File: src/rtl/core/olist_ram.sv
// Generic single-clock RAM with one write port and one registered read port.
module olist_ram #(
	parameter int W = 32,
	parameter int D = 32
) (
	input  logic                 clk,
	input  logic                 we,
	input  logic [$clog2(D)-1:0] waddr,
	input  logic [W-1:0]         wdata,
	input  logic                 re,
	input  logic [$clog2(D)-1:0] raddr,
	output logic [W-1:0]         rdata
);
	logic [W-1:0] mem [D];

	always_ff @(posedge clk) begin
		if (we) begin
			mem[waddr] <= wdata;
		end
		if (re) begin
			rdata <= mem[raddr];
		end
	end
endmodule

File: config.mk
export PLATFORM = sky130hd
export DESIGN_NAME = olist_ram
export DESIGN_NICKNAME = d
export VERILOG_FILES = /design/src/rtl/core/olist_ram.sv
export SDC_FILE = /design/constraint.sdc
export NUM_CORES = 1
export LEC_CHECK = 0
export BUFFER_PORTS_ARGS = -buffer_cell sky130_fd_sc_hd__buf_2
export CAP_MARGIN = 10
export CORE_ASPECT_RATIO = 0.9
export CORE_UTILIZATION = 42
export CTS_CLUSTER_DIAMETER = 80
export DETAILED_ROUTE_END_ITERATION = 8
export GPL_ROUTABILITY_DRIVEN = 0
export MAX_ROUTING_LAYER = met4
export PLACE_DENSITY = 0.68
export SKIP_LAST_GASP = 1
export SYNTH_ARGS = -nofsm -noshare
export SYNTH_HDL_FRONTEND = slang
export SYNTH_SLANG_ARGS = --single-unit
File: constraint.sdc
create_clock -name clk -period 3.4 [get_ports clk]
set_input_delay 0.34 -clock clk [delete_from_list [all_inputs] [get_ports clk]]
set_output_delay 0.34 -clock clk [all_outputs]
set_load 0.005 [all_outputs]
# After elaboration in Yosys (flattened, before gate mapping)
# Memory sizes are Yosys's and may differ from the RTL's. A register that Yosys moved wholly into a read port is not among the register bits.
# Cells that the tools add are included.
# op_classes
shifts	0
mul	0
n_div	0
bitwise_logic	0
muxes	2
order_cmp	0
reduce_logical	0
add_sub_neg	0
eq_ne	0
# op_table
op	n
2-to-1 mux 1 bit	2
# totals
word_cells	3
mem_count	1
in_bits	45
latch_bits	0
rom_bits	0
mem_bits_rw	1024
out_inout_bits	32
ff_bits	0
# memory_table
memory	depth	width	rd	rd_ports_with_merged_regs	wr	line_no	text
mem	32	32	1	1	1	14	logic [W-1:0] mem [D];

# Logic depth before layout (Yosys ltp)
# logic_depth
ltp_word	2
ltp_mapped	8
depth_no_buf	5

# Least setup slack after synthesis
# No wires, ideal clock.
# synth_timing
kind	in2reg
start	input waddr[1]
end	memory mem[12][0] (enable)
arrival_ns	2.353
t_required_ns	2.979
n_path_buf	1
setup_ns	0.421
slack_ns	0.626
cell_stages	3
cell_sequence	or3b_2 -> clkbuf_1 -> nor2_1
# synth_lines
element	line_no	text
from (decl)	8	input logic [$clog2(D)-1:0] waddr,
to (decl)	14	
# Straight into the memory's write port.

==> impl_metrics.ini <==
[clocking]
clkTransAtPathRegs_ps = 60
clock_latency_ps = 650
ctsHoldBuffers = 0
ctsLongestPathBuffers = 3
cts_num_sinks = 1056
clock-root-buffer = clkbuf_16
post_cts_buffers = 0
cts.repair.resized = 0
cts_tree = done
htreeDepth = 3
cts_buffers = 103

[route]
drtPass1Iterations = 6
viasPerCell = 5.68
drt_iter0_markers = 2478
wl_per_cell_um = 26.5
antenna_left = 0
routed_wl_mm = 99.7
vias = 21400
drcViolationCount = 0

[grt]
grt_usage = 0.208
grt_pass1_vias = 21700
grt_max_degree = 64
grt_overflow = 0
grt_pass1_wl_mm = 145
grt_antenna_before_repair = 6

[setup_path]
crit_arrival_ps = 2270
r2r-start = mem[1][6]
cp_max_fo = 41
required_ps = 3770
end_kind = flop
cp-start-kind = input port
startpoint = raddr[2]
critPathKind = in -> reg

[timing]
rsz0062_at_grt = no
slew_headroom = 0.272
worst_pin_slew_ps = 1090
drv_slew = 0
hold_viol = 0
max_clock_freq_mhz = 525
post-route-period-util = 0.560
setup_violations = 0
skew_ps = 16.4
fin_crit_ps = 1900
final.setup.tns_ps = 0

[die]
start_util = 0.424
fp.dieArea_um2 = 98400
pin_count = 77
dieHeight_um = 298
row_count = 108
core_area_um2 = 96300
die_width_um = 331

[place]
place_hpwl_mm = 55.3
placed_cells = 3569
placed_cell_area_um2 = 43200
io_buffers = 76

[worst_hold_path]
hold_class = in -> reg
hold_start = wdata[3]

[logic_synthesis]
ys_ff_latch = 1056
seq_area_frac_synth = 0.777
netlist_area_um2 = 40800
yosysWarnings = 0
syn_area_per_cell_um2 = 18.1
synth_cells = 2260
ys_top_cells_by_area = edfxtp_1, mux2i_1, a22oi_1, a22o_1, nand3_1
synthDominantCellAreaShare = 0.777
synth_fp_nets = 2305
synth_top_area_cell = edfxtp_1
yosysUniqueCellTypes = 24

[power_and_ir_drop]
p_leak_nw = 16.0
vdd_ir_drop_max_mv = 0.444
power.density_nw_per_um2 = 573

[run_status]
status = finished clean

[cells_and_area]
fin_area_um2 = 46400
area.growth.synth_to_final_pct = 13.6
fin_util = 0.481
final_cell_mix = edfxtp_1, mux2i_1, clkbuf_16
layout-drive-gt1-share = 0.138
finalNonFillerCells = 3760
final_common_cell = edfxtp_1
nets = 2454

[flow_run]
drv_cap = 0
[power breakdown]
part | switching, mW | internal [mW] | total (mW)
sequential | 0.0713 | 14.5 | 14.6
combinational | 0.904 | 0.450 | 1.35
clock | 4.62 | 5.99 | 10.6
total | 5.60 | 21.0 | 26.6
[logic make-up (layout without fill, tap and decap cells)]
kind of cell,after synthesis,in the layout,synth area share
AOI/OAI and AO/OA,288,288,0.0481
and+or+nand+nor,277,277,0.0308
buffers and inverters,127,357,0.0185
muxes,512,512,0.126
other,0,5,0
DFF,1056,1056,0.777
[synth_stat cells, drive strengths merged]
| library cell | instances |
|---|---|
| nand2b | 2 |
| or2 | 1 |
| nor3 | 32 |
| a31oi | 32 |
| buf | 79 |
| nand3 | 98 |
| a21oi | 96 |
| nor2 | 34 |
| a22o | 64 |
| nand2 | 98 |
| a22oi | 96 |
| edfxtp | 1056 |
| or3 | 1 |
| nand3b | 5 |
| clkbuf | 48 |
| and2 | 1 |
| and2b | 1 |
| or3b | 3 |
| mux2i | 512 |
| nor2b | 1 |
[sequential cells by signal, indices dropped and copies added, names as in the netlist]
| signal | cells |
|---|---|
| rdata | 32 |
| mem | 1024 |
[worst max-delay path, cell delays in order]
cell and delay, ps:
buf_2 160, and2b_4 660, buf_12 320, a22o_1 200, nor3_1 60, a31oi_1 340
nand3_1 150
[path summary, 6_finish.rpt]
| kind | end | slack [ps] | cells past startpoint |
|---|---|---|---|
| worst min-delay path | mem[2][3] | 180 | 1 |
| worst max register to register | rdata[6] | 1810 | 5 |
| worst min register to register | rdata[3] | 670 | 4 |
| worst max-delay path | rdata[30] | 1500 | 7 |
[cell type report]
type	instances	area, um2
sequential	1056	31700
antenna	5	12.5
clock buffer	137	2770
clock inverter	49	338
tap	1265	1580
timing repair buffer	171	1330
fill	7814	50000
multi-input combinational	1077	8610
[layer usage]
metal  vias to the layer above  share of wire  wire (um)  global-route usage
li1                       9315              -          -                   -
met1                     11000           0.41      41300               0.273
met2                       870           0.49      48400               0.329
met3                       184          0.070       6960              0.0376
met4                         0          0.031       3090              0.0625
met5                         -              0          0                   -
[stage by stage]
stage / setup slack (ps) / hold WS (ps) / power (mW)
2_1_floorplan: 626 / 439 / 15.6
3_3_place_gp: 874 / 649 / 16.2
3_5_place_dp: 764 / 664 / 16.2
4_1_cts: 1480 / 145 / 26.7
5_1_grt: 1450 / 177 / 27.3
6_report: 1500 / 182 / 26.6
No activity file was read; power rests on OpenSTA's default activity.
